[src/rtl/ffd_pkg.sv]
// Shared types and constants of the floppy flux data separator.
// No dependencies; imported by the interfaces, the top level and the checker.
`default_nettype none

package ffd_pkg;

  // Field and datapath widths
  localparam int unsigned FLUX_W  = 16;
  localparam int unsigned TIME_W  = 18;
  localparam int unsigned CELL_W  = 12;
  localparam int unsigned PHASE_W = 18;
  localparam int unsigned QUO_W   = 6;
  localparam int unsigned CNT_W   = 3;
  localparam int unsigned SYM_W   = 2;

  // Bit cell limits, ns
  localparam logic [CELL_W-1:0] CELL_CENTRE = 12'd2000;
  localparam logic [CELL_W-1:0] CELL_MIN    = 12'd1800;
  localparam logic [CELL_W-1:0] CELL_MAX    = 12'd2200;

  // Loop gain divisor and its in-sync multiples (10 * cells)
  localparam logic [CELL_W-1:0] GAIN_DIV    = 12'd10;
  localparam logic [CELL_W-1:0] GAIN_DIV_2C = 12'd20;
  localparam logic [CELL_W-1:0] GAIN_DIV_3C = 12'd30;
  localparam logic [CELL_W-1:0] GAIN_DIV_4C = 12'd40;

  // Clocked-zero thresholds
  localparam logic [QUO_W-1:0] SYNC_MIN    = 6'd1;
  localparam logic [QUO_W-1:0] SYNC_MAX    = 6'd3;
  localparam logic [QUO_W-1:0] LONG_MIN    = 6'd4;
  localparam logic [QUO_W-1:0] ZEROS_OFS   = 6'd3;
  localparam logic [QUO_W-1:0] CHUNK_ZEROS = 6'd4;

  // MFM symbol codes
  localparam logic [SYM_W-1:0] SYM_01   = 2'd0;
  localparam logic [SYM_W-1:0] SYM_001  = 2'd1;
  localparam logic [SYM_W-1:0] SYM_0001 = 2'd2;
  localparam logic [SYM_W-1:0] SYM_0000 = 2'd3;

  typedef enum logic [9:0] {
    S_IDLE  = 10'b00_0000_0001,
    S_CHECK = 10'b00_0000_0010,
    S_DIV1  = 10'b00_0000_0100,
    S_RESID = 10'b00_0000_1000,
    S_SEL   = 10'b00_0001_0000,
    S_DIV2  = 10'b00_0010_0000,
    S_UPD   = 10'b00_0100_0000,
    S_PREP  = 10'b00_1000_0000,
    S_CHUNK = 10'b01_0000_0000,
    S_CLOSE = 10'b10_0000_0000
  } ffd_state_e;

endpackage

`default_nettype wire

[src/rtl/ffd_intf.sv]
// Valid/ready channel interfaces: flux interval requests in, MFM symbols out.
// Depends on ffd_pkg for field widths.
`default_nettype none

interface ffd_flux_if
  import ffd_pkg::*;
();
  logic              valid;
  logic              ready;
  logic [FLUX_W-1:0] flux_ns;
  logic              at_index;

  modport source (output valid, output flux_ns, output at_index, input ready);
  modport sink   (input valid, input flux_ns, input at_index, output ready);
endinterface

interface ffd_sym_if
  import ffd_pkg::*;
();
  logic              valid;
  logic              ready;
  logic [SYM_W-1:0]  symbol;
  logic [TIME_W-1:0] real_time_ns;
  logic [TIME_W-1:0] pll_time_ns;
  logic              index_mark;
  logic              last;

  modport source (output valid, output symbol, output real_time_ns, output pll_time_ns,
                  output index_mark, output last, input ready);
  modport sink   (input valid, input symbol, input real_time_ns, input pll_time_ns,
                  input index_mark, input last, output ready);
endinterface

`default_nettype wire

[src/rtl/floppy_flux_dpll_mfm_splitter.sv]
// Floppy data separator: digital PLL turning flux intervals into MFM symbols.
// Depends on ffd_pkg and the channel interfaces in ffd_intf.sv.
`default_nettype none

// One flux request is taken at a time. Intervals that leave the phase below
// half a cell are only accumulated. Otherwise a short symbol (01, 001, 0001)
// is registered after two passes of a 6-step shift-subtract divider (clocked
// zeros, then the period correction) plus sequencing. With tracking off the
// second pass and the period update are skipped. A long gap first strips the
// closing 01, then emits one 0000 chunk per cycle and a closing 01; output
// stalls hold the sequencer. The output register lets the next request be
// taken while the last symbol still waits downstream. The pll_enabled
// register may be written only while the block is idle.
module floppy_flux_dpll_mfm_splitter
  import ffd_pkg::*;
(
  input  wire logic   clk_i,
  input  wire logic   rst_ni,
  input  wire logic   cfg_we_i,
  input  wire logic   cfg_wdata_i,
  ffd_flux_if.sink    flux_i,
  ffd_sym_if.source   sym_o
);

  ffd_state_e state_q, state_d;

  // architectural state
  logic                      pll_en_q;
  logic [CELL_W-1:0]         cell_q, cell_d;
  logic signed [PHASE_W-1:0] phase_q, phase_d;
  logic [TIME_W-1:0]         real_q, real_d;
  logic                      idx_q, idx_d;

  // working registers
  logic [TIME_W-1:0]         pll_q, pll_d;
  logic signed [CELL_W:0]    resid_q, resid_d;
  logic [QUO_W-1:0]          clocked_q, clocked_d;
  logic [QUO_W-1:0]          zeros_q, zeros_d;
  logic                      neg_q, neg_d;

  // shared divider
  logic [PHASE_W-1:0]        rem_q, rem_d;
  logic [CELL_W-1:0]         dsr_q, dsr_d;
  logic [QUO_W-1:0]          quo_q, quo_d;
  logic [CNT_W-1:0]          cnt_q, cnt_d;

  // output register
  logic                      ov_q, ov_d;
  logic [SYM_W-1:0]          osym_q, osym_d;
  logic [TIME_W-1:0]         oreal_q, oreal_d;
  logic [TIME_W-1:0]         opll_q, opll_d;
  logic                      oidx_q, oidx_d;
  logic                      olast_q, olast_d;
  logic                      out_load;
  logic                      out_free;

  // datapath terms
  logic [CELL_W-1:0]         half;
  logic signed [PHASE_W-1:0] half_ext;
  logic signed [PHASE_W-1:0] phase_sum;
  logic [PHASE_W-1:0]        dsr_shift;
  logic [PHASE_W:0]          div_diff;
  logic                      div_take;
  logic signed [CELL_W:0]    resid_new;
  logic [CELL_W:0]           resid_mag;
  logic signed [CELL_W:0]    ctr_diff;
  logic [CELL_W:0]           ctr_mag;
  logic signed [QUO_W:0]     delta;
  logic signed [CELL_W+1:0]  cell_sum;
  logic signed [CELL_W:0]    newp;
  logic signed [PHASE_W-1:0] newp_ext;
  logic [TIME_W-1:0]         two_c;
  logic [TIME_W-1:0]         four_c;
  logic [SYM_W-1:0]          short_sym;

  assign flux_i.ready       = (state_q == S_IDLE);
  assign sym_o.valid        = ov_q;
  assign sym_o.symbol       = osym_q;
  assign sym_o.real_time_ns = oreal_q;
  assign sym_o.pll_time_ns  = opll_q;
  assign sym_o.index_mark   = oidx_q;
  assign sym_o.last         = olast_q;

  assign out_free = ~ov_q | sym_o.ready;

  assign half      = {1'b0, cell_q[CELL_W-1:1]};
  assign half_ext  = $signed({{(PHASE_W-CELL_W){1'b0}}, half});
  assign phase_sum = phase_q + $signed({{(PHASE_W-FLUX_W){1'b0}}, flux_i.flux_ns});

  // one restoring step: quotient bits MSB first, cnt_q is the bit weight
  assign dsr_shift = {{(PHASE_W-CELL_W){1'b0}}, dsr_q} << cnt_q;
  assign div_diff  = {1'b0, rem_q} - {1'b0, dsr_shift};
  assign div_take  = ~div_diff[PHASE_W];

  // leftover phase after removing (clocked + 1) cells: rem + half - cell
  assign resid_new = $signed({1'b0, rem_q[CELL_W-1:0]}) + $signed({1'b0, half})
                   - $signed({1'b0, cell_q});
  assign resid_mag = resid_q[CELL_W] ? CELL_W'(0) - resid_q : resid_q;
  assign ctr_diff  = $signed({1'b0, CELL_CENTRE}) - $signed({1'b0, cell_q});
  assign ctr_mag   = ctr_diff[CELL_W] ? CELL_W'(0) - ctr_diff : ctr_diff;

  assign delta    = neg_q ? -$signed({1'b0, quo_q}) : $signed({1'b0, quo_q});
  assign cell_sum = $signed({2'b00, cell_q}) + delta;

  // halve toward zero
  assign newp     = (resid_q + $signed({{CELL_W{1'b0}}, resid_q[CELL_W]})) >>> 1;
  assign newp_ext = {{(PHASE_W-CELL_W-1){newp[CELL_W]}}, newp};

  assign two_c  = {{(TIME_W-CELL_W-1){1'b0}}, cell_q, 1'b0};
  assign four_c = {{(TIME_W-CELL_W-2){1'b0}}, cell_q, 2'b00};

  always_comb begin
    case (clocked_q[1:0])
      2'd2:    short_sym = SYM_001;
      2'd3:    short_sym = SYM_0001;
      default: short_sym = SYM_01;
    endcase
  end

  always_comb begin
    state_d   = state_q;
    cell_d    = cell_q;
    phase_d   = phase_q;
    real_d    = real_q;
    idx_d     = idx_q;
    pll_d     = pll_q;
    resid_d   = resid_q;
    clocked_d = clocked_q;
    zeros_d   = zeros_q;
    neg_d     = neg_q;
    rem_d     = rem_q;
    dsr_d     = dsr_q;
    quo_d     = quo_q;
    cnt_d     = cnt_q;
    out_load  = 1'b0;
    osym_d    = osym_q;
    oreal_d   = oreal_q;
    opll_d    = opll_q;
    oidx_d    = oidx_q;
    olast_d   = olast_q;

    unique case (state_q)
      S_IDLE: begin
        if (flux_i.valid) begin
          phase_d = phase_sum;
          real_d  = real_q + {{(TIME_W-FLUX_W){1'b0}}, flux_i.flux_ns};
          idx_d   = idx_q | flux_i.at_index;
          state_d = S_CHECK;
        end
      end
      S_CHECK: begin
        if (phase_q < half_ext) begin
          state_d = S_IDLE;
        end else begin
          rem_d   = PHASE_W'(phase_q - half_ext);
          dsr_d   = cell_q;
          quo_d   = '0;
          cnt_d   = CNT_W'(QUO_W - 1);
          state_d = S_DIV1;
        end
      end
      S_DIV1, S_DIV2: begin
        if (div_take) rem_d = div_diff[PHASE_W-1:0];
        quo_d = {quo_q[QUO_W-2:0], div_take};
        cnt_d = cnt_q - 1'b1;
        if (cnt_q == '0) state_d = (state_q == S_DIV1) ? S_RESID : S_UPD;
      end
      S_RESID: begin
        clocked_d = quo_q;
        resid_d   = resid_new;
        state_d   = S_SEL;
      end
      S_SEL: begin
        quo_d = '0;
        cnt_d = CNT_W'(QUO_W - 1);
        if (!pll_en_q) begin
          phase_d = '0;
          pll_d   = real_q;
          state_d = S_PREP;
        end else if (clocked_q >= SYNC_MIN && clocked_q <= SYNC_MAX) begin
          // in sync: tenth of the per-cell phase error
          rem_d = {{(PHASE_W-CELL_W-1){1'b0}}, resid_mag};
          neg_d = resid_q[CELL_W];
          case (clocked_q[1:0])
            2'd1:    dsr_d = GAIN_DIV_2C;
            2'd2:    dsr_d = GAIN_DIV_3C;
            default: dsr_d = GAIN_DIV_4C;
          endcase
          state_d = S_DIV2;
        end else begin
          // out of sync: pull a tenth of the way to centre
          rem_d   = {{(PHASE_W-CELL_W-1){1'b0}}, ctr_mag};
          neg_d   = ctr_diff[CELL_W];
          dsr_d   = GAIN_DIV;
          state_d = S_DIV2;
        end
      end
      S_UPD: begin
        if (cell_sum < $signed({2'b00, CELL_MIN})) begin
          cell_d = CELL_MIN;
        end else if (cell_sum > $signed({2'b00, CELL_MAX})) begin
          cell_d = CELL_MAX;
        end else begin
          cell_d = cell_sum[CELL_W-1:0];
        end
        pll_d   = TIME_W'(phase_q - newp_ext);
        phase_d = newp_ext;
        state_d = S_PREP;
      end
      S_PREP: begin
        if (clocked_q >= LONG_MIN) begin
          // strip the closing 01 from both times
          real_d  = (real_q > two_c) ? real_q - two_c : '0;
          pll_d   = (pll_q > two_c) ? pll_q - two_c : '0;
          zeros_d = clocked_q - ZEROS_OFS;
          state_d = S_CHUNK;
        end else if (out_free) begin
          out_load = 1'b1;
          osym_d   = short_sym;
          oreal_d  = real_q;
          opll_d   = pll_q;
          oidx_d   = idx_q;
          olast_d  = 1'b1;
          idx_d    = 1'b0;
          real_d   = '0;
          state_d  = S_IDLE;
        end
      end
      S_CHUNK: begin
        if (out_free) begin
          out_load = 1'b1;
          osym_d   = SYM_0000;
          oreal_d  = (real_q > four_c) ? four_c : real_q;
          opll_d   = (pll_q > four_c) ? four_c : pll_q;
          oidx_d   = idx_q;
          olast_d  = 1'b0;
          idx_d    = 1'b0;
          real_d   = real_q - oreal_d;
          pll_d    = pll_q - opll_d;
          zeros_d  = zeros_q - CHUNK_ZEROS;
          if (zeros_q <= CHUNK_ZEROS) state_d = S_CLOSE;
        end
      end
      S_CLOSE: begin
        if (out_free) begin
          out_load = 1'b1;
          osym_d   = SYM_01;
          oreal_d  = two_c;
          opll_d   = two_c;
          oidx_d   = idx_q;
          olast_d  = 1'b1;
          idx_d    = 1'b0;
          real_d   = '0;
          state_d  = S_IDLE;
        end
      end
      default: state_d = S_IDLE;
    endcase
  end

  assign ov_d = out_load | (ov_q & ~sym_o.ready);

  always_ff @(posedge clk_i or negedge rst_ni) begin
    if (!rst_ni) begin
      state_q  <= S_IDLE;
      pll_en_q <= 1'b1;
      cell_q   <= CELL_CENTRE;
      phase_q  <= '0;
      real_q   <= '0;
      idx_q    <= 1'b0;
      ov_q     <= 1'b0;
    end else begin
      state_q <= state_d;
      if (cfg_we_i) pll_en_q <= cfg_wdata_i;
      cell_q  <= cell_d;
      phase_q <= phase_d;
      real_q  <= real_d;
      idx_q   <= idx_d;
      ov_q    <= ov_d;
    end
  end

  always_ff @(posedge clk_i) begin
    pll_q     <= pll_d;
    resid_q   <= resid_d;
    clocked_q <= clocked_d;
    zeros_q   <= zeros_d;
    neg_q     <= neg_d;
    rem_q     <= rem_d;
    dsr_q     <= dsr_d;
    quo_q     <= quo_d;
    cnt_q     <= cnt_d;
    osym_q    <= osym_d;
    oreal_q   <= oreal_d;
    opll_q    <= opll_d;
    oidx_q    <= oidx_d;
    olast_q   <= olast_d;
  end

endmodule

`default_nettype wire

[src/flat_wrapper.sv]
// flat-port wrapper written by rule: the top's interface ports become plain ports
module floppy_flux_dpll_mfm_splitter_flat import ffd_pkg::*;
  (clk_i, rst_ni, cfg_we_i, cfg_wdata_i, flux_i_valid, flux_i_flux_ns, flux_i_at_index, flux_i_ready, sym_o_valid, sym_o_symbol, sym_o_real_time_ns, sym_o_pll_time_ns, sym_o_index_mark, sym_o_last, sym_o_ready);
  ffd_flux_if flux_i_i ();
  ffd_sym_if sym_o_i ();
  input  wire logic clk_i;
  input  wire logic rst_ni;
  input  wire logic cfg_we_i;
  input  wire logic cfg_wdata_i;
  input wire logic [$bits(flux_i_i.valid)-1:0] flux_i_valid;
  input wire logic [$bits(flux_i_i.flux_ns)-1:0] flux_i_flux_ns;
  input wire logic [$bits(flux_i_i.at_index)-1:0] flux_i_at_index;
  output wire logic [$bits(flux_i_i.ready)-1:0] flux_i_ready;
  output wire logic [$bits(sym_o_i.valid)-1:0] sym_o_valid;
  output wire logic [$bits(sym_o_i.symbol)-1:0] sym_o_symbol;
  output wire logic [$bits(sym_o_i.real_time_ns)-1:0] sym_o_real_time_ns;
  output wire logic [$bits(sym_o_i.pll_time_ns)-1:0] sym_o_pll_time_ns;
  output wire logic [$bits(sym_o_i.index_mark)-1:0] sym_o_index_mark;
  output wire logic [$bits(sym_o_i.last)-1:0] sym_o_last;
  input wire logic [$bits(sym_o_i.ready)-1:0] sym_o_ready;
  assign flux_i_i.valid = flux_i_valid;
  assign flux_i_i.flux_ns = flux_i_flux_ns;
  assign flux_i_i.at_index = flux_i_at_index;
  assign flux_i_ready = flux_i_i.ready;
  assign sym_o_valid = sym_o_i.valid;
  assign sym_o_symbol = sym_o_i.symbol;
  assign sym_o_real_time_ns = sym_o_i.real_time_ns;
  assign sym_o_pll_time_ns = sym_o_i.pll_time_ns;
  assign sym_o_index_mark = sym_o_i.index_mark;
  assign sym_o_last = sym_o_i.last;
  assign sym_o_i.ready = sym_o_ready;
  floppy_flux_dpll_mfm_splitter u_core (.clk_i(clk_i), .rst_ni(rst_ni), .cfg_we_i(cfg_we_i), .cfg_wdata_i(cfg_wdata_i), .flux_i(flux_i_i), .sym_o(sym_o_i));
endmodule
[config.mk]
export PLATFORM = sky130hd
export DESIGN_NAME = floppy_flux_dpll_mfm_splitter_flat
export DESIGN_NICKNAME = d
export VERILOG_FILES = /design/src/rtl/ffd_pkg.sv /design/src/rtl/ffd_intf.sv /design/src/rtl/floppy_flux_dpll_mfm_splitter.sv /design/src/flat_wrapper.sv
export SDC_FILE = /design/constraint.sdc
export NUM_CORES = 1
export LEC_CHECK = 0
export BUFFER_PORTS_ARGS = -buffer_cell sky130_fd_sc_hd__buf_2
export CAP_MARGIN = 20
export CORE_ASPECT_RATIO = 0.9
export CORE_MARGIN = 2
export CORE_UTILIZATION = 35
export CTS_CLUSTER_DIAMETER = 150
export CTS_CLUSTER_SIZE = 14
export DETAILED_ROUTE_END_ITERATION = 8
export GPL_ROUTABILITY_DRIVEN = 0
export GPL_TIMING_DRIVEN = 0
export PLACE_DENSITY_LB_ADDON = 0.15
export SLEW_MARGIN = 20
export SYNTH_ARGS = -nofsm -noshare
export SYNTH_HDL_FRONTEND = slang
export SYNTH_SLANG_ARGS = --single-unit
[constraint.sdc]
create_clock -name clk_i -period 4.7 [get_ports clk_i]
set_input_delay 0.235 -clock clk_i [delete_from_list [all_inputs] [get_ports clk_i]]
set_output_delay 0.235 -clock clk_i [all_outputs]
set_load 0.01 [all_outputs]
# Yosys cells after proc, flatten, opt, wreduce, memory -nomap -nowiden
# Cells that the tools add are included.
dict set report op_classes {
  addsub 20
  n_lt_le_gt_ge 11
  n_eq_ne 25
  shifts 1
  mux 78
  n_bitwise 7
  reduce_logical 26
}
# operator n
set op_table {}
lappend op_table {{18-bit 2-to-1 mux} 23}
lappend op_table {{18-bit case mux with 3 select lines} 4}
lappend op_table {{18-bit case mux with 4 select lines} 2}
lappend op_table {{10-bit case mux with 9 select lines} 1}
lappend op_table {{10-bit 2-to-1 mux} 6}
lappend op_table {{12-bit 2-to-1 mux} 4}
lappend op_table {{13-bit 2-to-1 mux} 3}
lappend op_table {{18-bit by 13-bit greater-than comparator with 1-bit output} 2}
lappend op_table {{18-bit by 14-bit greater-than comparator with 1-bit output} 2}
lappend op_table {{18-bit by 12-bit subtractor with 18-bit output} 2}
lappend op_table {{18-bit by 13-bit subtractor with 18-bit output} 2}
lappend op_table {{18-bit subtractor} 2}
lappend op_table {{1-bit by 13-bit subtractor with 13-bit output (first input constant)} 2}
lappend op_table {{6-bit 2-to-1 mux} 4}
lappend op_table {{12-bit case mux with 2 select lines} 1}
lappend op_table {{6-bit case mux with 2 select lines} 2}
lappend op_table {{18-bit by 18-bit subtractor with 19-bit output} 1}
lappend op_table {{18-bit by 16-bit adder with 18-bit output} 1}
lappend op_table {{18-bit by 17-bit adder with 18-bit output} 1}
lappend op_table {{18-bit by 12-bit < comparator with 1-bit output} 1}
lappend op_table {{6-bit case mux with 3 select lines} 1}
lappend op_table {{3-bit AND reduction} 6}
lappend op_table {{12-bit by 3-bit left shift with 18-bit output} 1}
lappend op_table {{13-bit by 7-bit adder with 14-bit output} 1}
lappend op_table {{other kinds (50)} 93}
dict set report totals {
  reg_bits 184
  out_inout_bits 42
}

# Longest topological paths before layout
dict set report logic_depth {
  word_depth 6
  depth_mapped 24
}

# Worst setup path before layout
# No wires, ideal clock.
dict set report synth_path {
  kind {register to register}
  startpoint {reg u_core.cell_q[1]}
  endpoint {reg u_core.real_q[16]}
  setup_time_ns 0.118
  arrival_time_ns 4.966
  t_required_ns 4.582
  path_slack_ns -0.384
  stages_incl_launch_ff 25
  synth_period_minus_slack_ns 5.084
  cell_sequence {dfrtp_1 > inv_1 > ha_1 > nor2b_1 > o21a_1 > o21a_1 > o21ai_0 > a21oi_1 > o31ai_1 > clkbuf_1 > clkbuf_1 > nand3_1 > o21ai_0 > ha_1 > inv_1 > fa_1 > a211o_1 > o211ai_1 > a21oi_1 > a41oi_1 > a21oi_1 > o211ai_1 > a21boi_0 > mux2i_1 > a21o_1}
}
dict set report synth_between {
  elab_chain_cells 5
  word_cells_on_any_way 9
  classes_between {add/sub (2); order compare (2); mux (5)}
}
# item line
set synth_rtl {}
lappend synth_rtl {{from (decl)} floppy_flux_dpll_mfm_splitter.sv:29} ;# logic [CELL_W-1:0] cell_q, cell_d;
lappend synth_rtl {{from (signal assigned)} floppy_flux_dpll_mfm_splitter.sv:275} ;# cell_q <= cell_d;
lappend synth_rtl {{18-bit by 14-bit greater-than comparator with 1-bit output} floppy_flux_dpll_mfm_splitter.sv:233} ;# oreal_d = (real_q > four_c) ? four_c : real_q;
lappend synth_rtl {{18-bit 2-to-1 mux} floppy_flux_dpll_mfm_splitter.sv:233}
lappend synth_rtl {{18-bit subtractor} floppy_flux_dpll_mfm_splitter.sv:238} ;# real_d = real_q - oreal_d;
lappend synth_rtl {{18-bit 2-to-1 mux} floppy_flux_dpll_mfm_splitter.sv:230} ;# if (out_free) begin
lappend synth_rtl {{18-bit case mux with 4 select lines (*)} floppy_flux_dpll_mfm_splitter.sv:142} ;# unique case (state_q)
lappend synth_rtl {{to (signal assigned)} floppy_flux_dpll_mfm_splitter.sv:277} ;# real_q <= real_d;
lappend synth_rtl {{to (decl)} floppy_flux_dpll_mfm_splitter.sv:31} ;# logic [TIME_W-1:0] real_q, real_d;
# Mark *: on every way between the ends. The rest lies on a longest branch, timed or not. The select of a mux whose other input is x is not followed.
# A chain may end at the register's enable or synchronous reset.

# Worst setup path in the final report
dict set report layout_path {
  startpoint {reg u_core.cell_q[1]}
  endpoint {reg u_core.real_q[17]}
}
# The elaborated chain is that of the path after synthesis.

==> flow_summary_export.csv <==
group,metric,value,unit
run_status,status,"complete, but fails checks",
run_status,violations,"negative setup slack",
pwr,power.density,463,nW/um^2
die,fp.dieArea,53100,sq um
logic_synthesis,syn_area,18000,sq um
logic_synthesis,async_reset_ff_frac,0.332,
timing,finalMaxSlewViolations,0,
layout,final_core_util,0.410,
logic_synthesis,yosysTopAreaCell,"edfxtp_1",
timing,skew,0.0197,ns
pwr,combPwrFrac,0.566,
drt,drt_iter0_drc,2015,
place,portBuffers,64,
place,dp.cells,2824,
timing,finalWorstSetupSlack,-0.00411,ns
clocking,h-tree-depth,4,
global_route,antenna_found_initial,2,
drt,drc_errors,0,
hold_path,hp-class,"primary input to flip-flop",
critical_path,crit_arrival,5.08,ns
clocking,worstSkewPairLatency,0.51,ns
clocking,root_buffer,"clkbuf_16",
die,core-area,50600,sq um
pwr,p_sw,4.47,mW
pwr,ir_drop,0.000377,V
logic_synthesis,synth_edf_count,123,
drt,post_drt_wl_per_cell,24.1,microns
layout,nFillCells,5152,
critical_path,rrSetupSlack,-0.004,ns
logic_synthesis,syn_avg_cell_area,8.65,sq um
flow_run,max-cap-violations,0,
clocking,clk_pin_slew_worst_paths,0.07,ns
critical_path,crit_path_start_kind,"flip-flop",
pwr,intPower,5.11,mW
hold_path,worstHoldStart,"flux_i_at_index",
layout,diodes,0,
logic_synthesis,yosys.area.top_type_share,0.206,
timing,setup_viol,1,
critical_path,reg2regPathDepth,23,
layout,drive_gt1_frac,0.122,
timing,worst_slew_pin_slew,1.17,ns
critical_path,path_buf_inv,3,
critical_path,timing.rr.start,"u_core.cell_q[1]",
drt,first_pass_iters,6,
drt,totalWireLength,70.0,mm
logic_synthesis,synthFlopType,"edfxtp_1",
place,hpwl,51.8,mm
pwr,seqPwrFrac,0.277,
clocking,cts_tree,"done",
global_route,grt_pass1_wl,103,mm
timing,tns,-0.00411,ns
timing,rsz0062_at_grt,"true",
global_route,gr-usage-all-layers,0.262,
critical_path,critPathKind,"flip-flop to flip-flop",
critical_path,critical_path.cell_chain,"clkinvlp_4 -> ha_4 -> nor2b_1 -> o21a_1 -> o21a_1 -> o21ai_2 -> a21oi_2 -> o31ai_4 -> buf_6 -> mux2i_1 -> nor2_1 -> a21oi_1 -> ha_1 -> o211ai_1 -> a21o_1 -> a21o_1 -> a2111oi_4 -> o41ai_2 -> buf_4 -> mux2i_2 -> o21ai_2 -> mux2i_1 -> o21ai_1",
critical_path,crit_required,5.07,ns
layout,instances_no_fill,2910,
layout,nets,2441,
clocking,cts_inserted_buffers,17,
critical_path,cp-end-kind,"flip-flop",
timing,holdWs,0.0809,ns
clocking,clock-sinks,184,
global_route,overflow,0,
pwr,leakagePower,8.34,nW
timing,fin_crit_sh,1.00,
die,die_w,243,microns
drt,via_per_inst,5.93,
critical_path,r2r_end,"u_core.real_q[17]",
timing,slew_headroom,0.222,
logic_synthesis,yosysSeqAreaShare,0.291,
die,dieHeight,219,microns
clocking,clockBufferDepth,2,
critical_path,slowest_stage,"dfrtp_4",
logic_synthesis,yosysWarnings,0,
global_route,grt_max_degree,37,
pwr,p_clk_frac,0.157,
logic_synthesis,ys_seq_elements,184,
drt,vias,17300,
drt,drt.antenna.violating_nets,0,
die,fp-row-count,78,
timing,max_freq,0.213,GHz
hold_path,worstHoldPathCells,5,
logic_synthesis,syn_nets,2300,
logic_synthesis,synth_area_leaders,"edfxtp_1 21%, ha_1 13%, dfrtp_1 7.4%, xnor2_1 5.2%, o21ai_0 4.1%",
pwr,switching_share,0.467,
timing,post-route-min-period,4.70,ns
die,ioPinCount,65,
logic_synthesis,synth_cell_type_count,90,
die,initial_core_util,0.355,
layout,synthToLayoutAreaGrowth,15.4,%
hold_path,min_to,"u_core.idx_q",
timing,hold_viol,0,
global_route,grt_pass1_vias,16200,
critical_path,crit_family,"compound AO/OA/AOI/OAI gates",
critical_path,crit_fanout,5,
logic_synthesis,syn_inst,2076,
critical_path,max_stage_delay,0.44,ns
-- layer usage --
layer  vias to the layer above  global-route usage  wire [microns]
met4                         0              0.0802            1590
met1                      8525               0.372           32400
met3                        88              0.0619            6020
met5                         -                   0               0
met2                       666               0.392           30000
li1                       7976                   -               -
-- metrics by stage --
step / area (sq um) / total power, mW / setup slack [ns]
2_1_floorplan: 18000 / 6.27 / -0.0484
3_3_place_gp: 19200 / 7.69 / -1.84
3_5_place_dp: 19300 / 7.78 / -1.93
4_1_cts: 20500 / 9.40 / 0.00205
5_1_grt: 20700 / 10.2 / -0.269
6_report: 20700 / 9.59 / -0.00411
-- timing repair --
item / 4_1_cts / 5_1_grt
buffers inserted: 46 / 12
hold buffers: 3 / 0
resized for setup: 72 / 37
hold endpoints to repair: 26 / 0
pin swaps: 10 / 12
setup endpoints to repair: 75 / 36
-- tightest hold or removal path, delay by kind of cell --
kind,cells,cell delay [ns]
buffers and inverters,1,0.10
AND/OR/NAND/NOR,4,0.21
-- synthesized netlist by cell type, types with 26 or more instances --
master / instances
a21o_1: 57
dfrtp_1: 53
o21ai_0: 148
a21oi_1: 139
nor2b_1: 32
mux2i_1: 43
xnor2_1: 106
xor2_1: 64
nand2_1: 158
nand3_1: 42
inv_1: 95
nand2b_1: 42
ha_1: 182
o21a_1: 39
nor2_1: 188
clkbuf_1: 61
a22oi_1: 26
nor3_1: 64
edfxtp_1: 123
-- layout make-up --
| cell class | count | area [sq um] | area share |
|---|---|---|---|
| tap | 680 | 851 | 0.0411 |
| clock inverter | 13 | 124 | 0.00598 |
| timing repair buffer | 128 | 867 | 0.0418 |
| multi-input combinational | 1717 | 12400 | 0.596 |
| clock buffer | 19 | 443 | 0.0214 |
| inverter | 102 | 459 | 0.0222 |
| sequential | 184 | 5260 | 0.254 |
| buffer | 67 | 363 | 0.0175 |
-- worst max path at each step --
stage                           from           endpoint  slack (ns)  depth (start not counted)
finish              u_core.cell_q[1]  u_core.real_q[17]      -0.004                         23
global route        u_core.cell_q[1]  u_core.real_q[17]       -0.27                         23
CTS                 u_core.cell_q[1]   u_core.pll_q[16]       0.002                         22
detailed placement  u_core.cell_q[6]   u_core.pll_q[17]       -1.93                         19
global placement    u_core.cell_q[6]   u_core.pll_q[17]       -1.84                         19
floorplan           u_core.cell_q[1]  u_core.real_q[16]       -0.05                         24
-- layout by cell type, fill, tap and decap left out, types with 16 or more instances in the layout --
cell,n
a22oi_1,26
nand3_1,42
nor2_1,186
a31oi_1,18
o21a_1,39
nand2_1,158
inv_1,88
and3_1,23
ha_1,178
o21ai_0,139
xor2_1,64
buf_4,57
edfxtp_1,123
dfrtp_1,48
xnor2_1,105
a211oi_1,16
nand4_1,20
nor3_1,64
or3_1,24
buf_2,68
o211ai_1,19
a21o_1,57
a21oi_1,127
clkbuf_16,19
o22ai_1,23
mux2i_1,42
nand2b_1,42
clkbuf_1,44
nor4_1,16
fa_1,19
nor2b_1,31
-- sequential cells by signal, indices dropped and copies added, names as in the netlist, 2 cells and up --
| register | flops |
|---|---|
| u_core.pll_q | 18 |
| u_core.cell_q | 12 |
| u_core.phase_q | 18 |
| u_core.rem_q | 18 |
| u_core.sym_o.pll_time_ns | 18 |
| u_core.sym_o.symbol | 2 |
| u_core.state_q | 10 |
| u_core.resid_q | 13 |
| u_core.cnt_q | 3 |
| u_core.zeros_q | 6 |
| u_core.clocked_q | 6 |
| u_core.quo_q | 6 |
| u_core.dsr_q | 12 |
| u_core.sym_o.real_time_ns | 18 |
| u_core.real_q | 18 |
-- power groups by stage --
| stage | Combinational, mW | Sequential [mW] | Clock, mW |
|---|---|---|---|
| floorplan | 3.91 | 2.37 | 0 |
| global placement | 5.04 | 2.65 | 0 |
| detailed placement | 5.13 | 2.65 | 0 |
| CTS | 5.25 | 2.62 | 1.53 |
| global route | 5.99 | 2.67 | 1.58 |
| finish | 5.42 | 2.66 | 1.51 |
-- logic make-up (layout without fill, tap and decap cells) --
kind of cell / Yosys count / count (layout) / synth area share
simple gates: 670 / 670 / 0.183
compound gates: 626 / 626 / 0.228
fa+ha+maj: 201 / 201 / 0.148
flops: 184 / 184 / 0.291
buf+inv: 175 / 329 / 0.0373
xor+xnor: 170 / 170 / 0.0829
mux: 49 / 49 / 0.0296
other cells: 1 / 1 / 0.000209
Note: power is estimated with default switching activity, not from simulation.
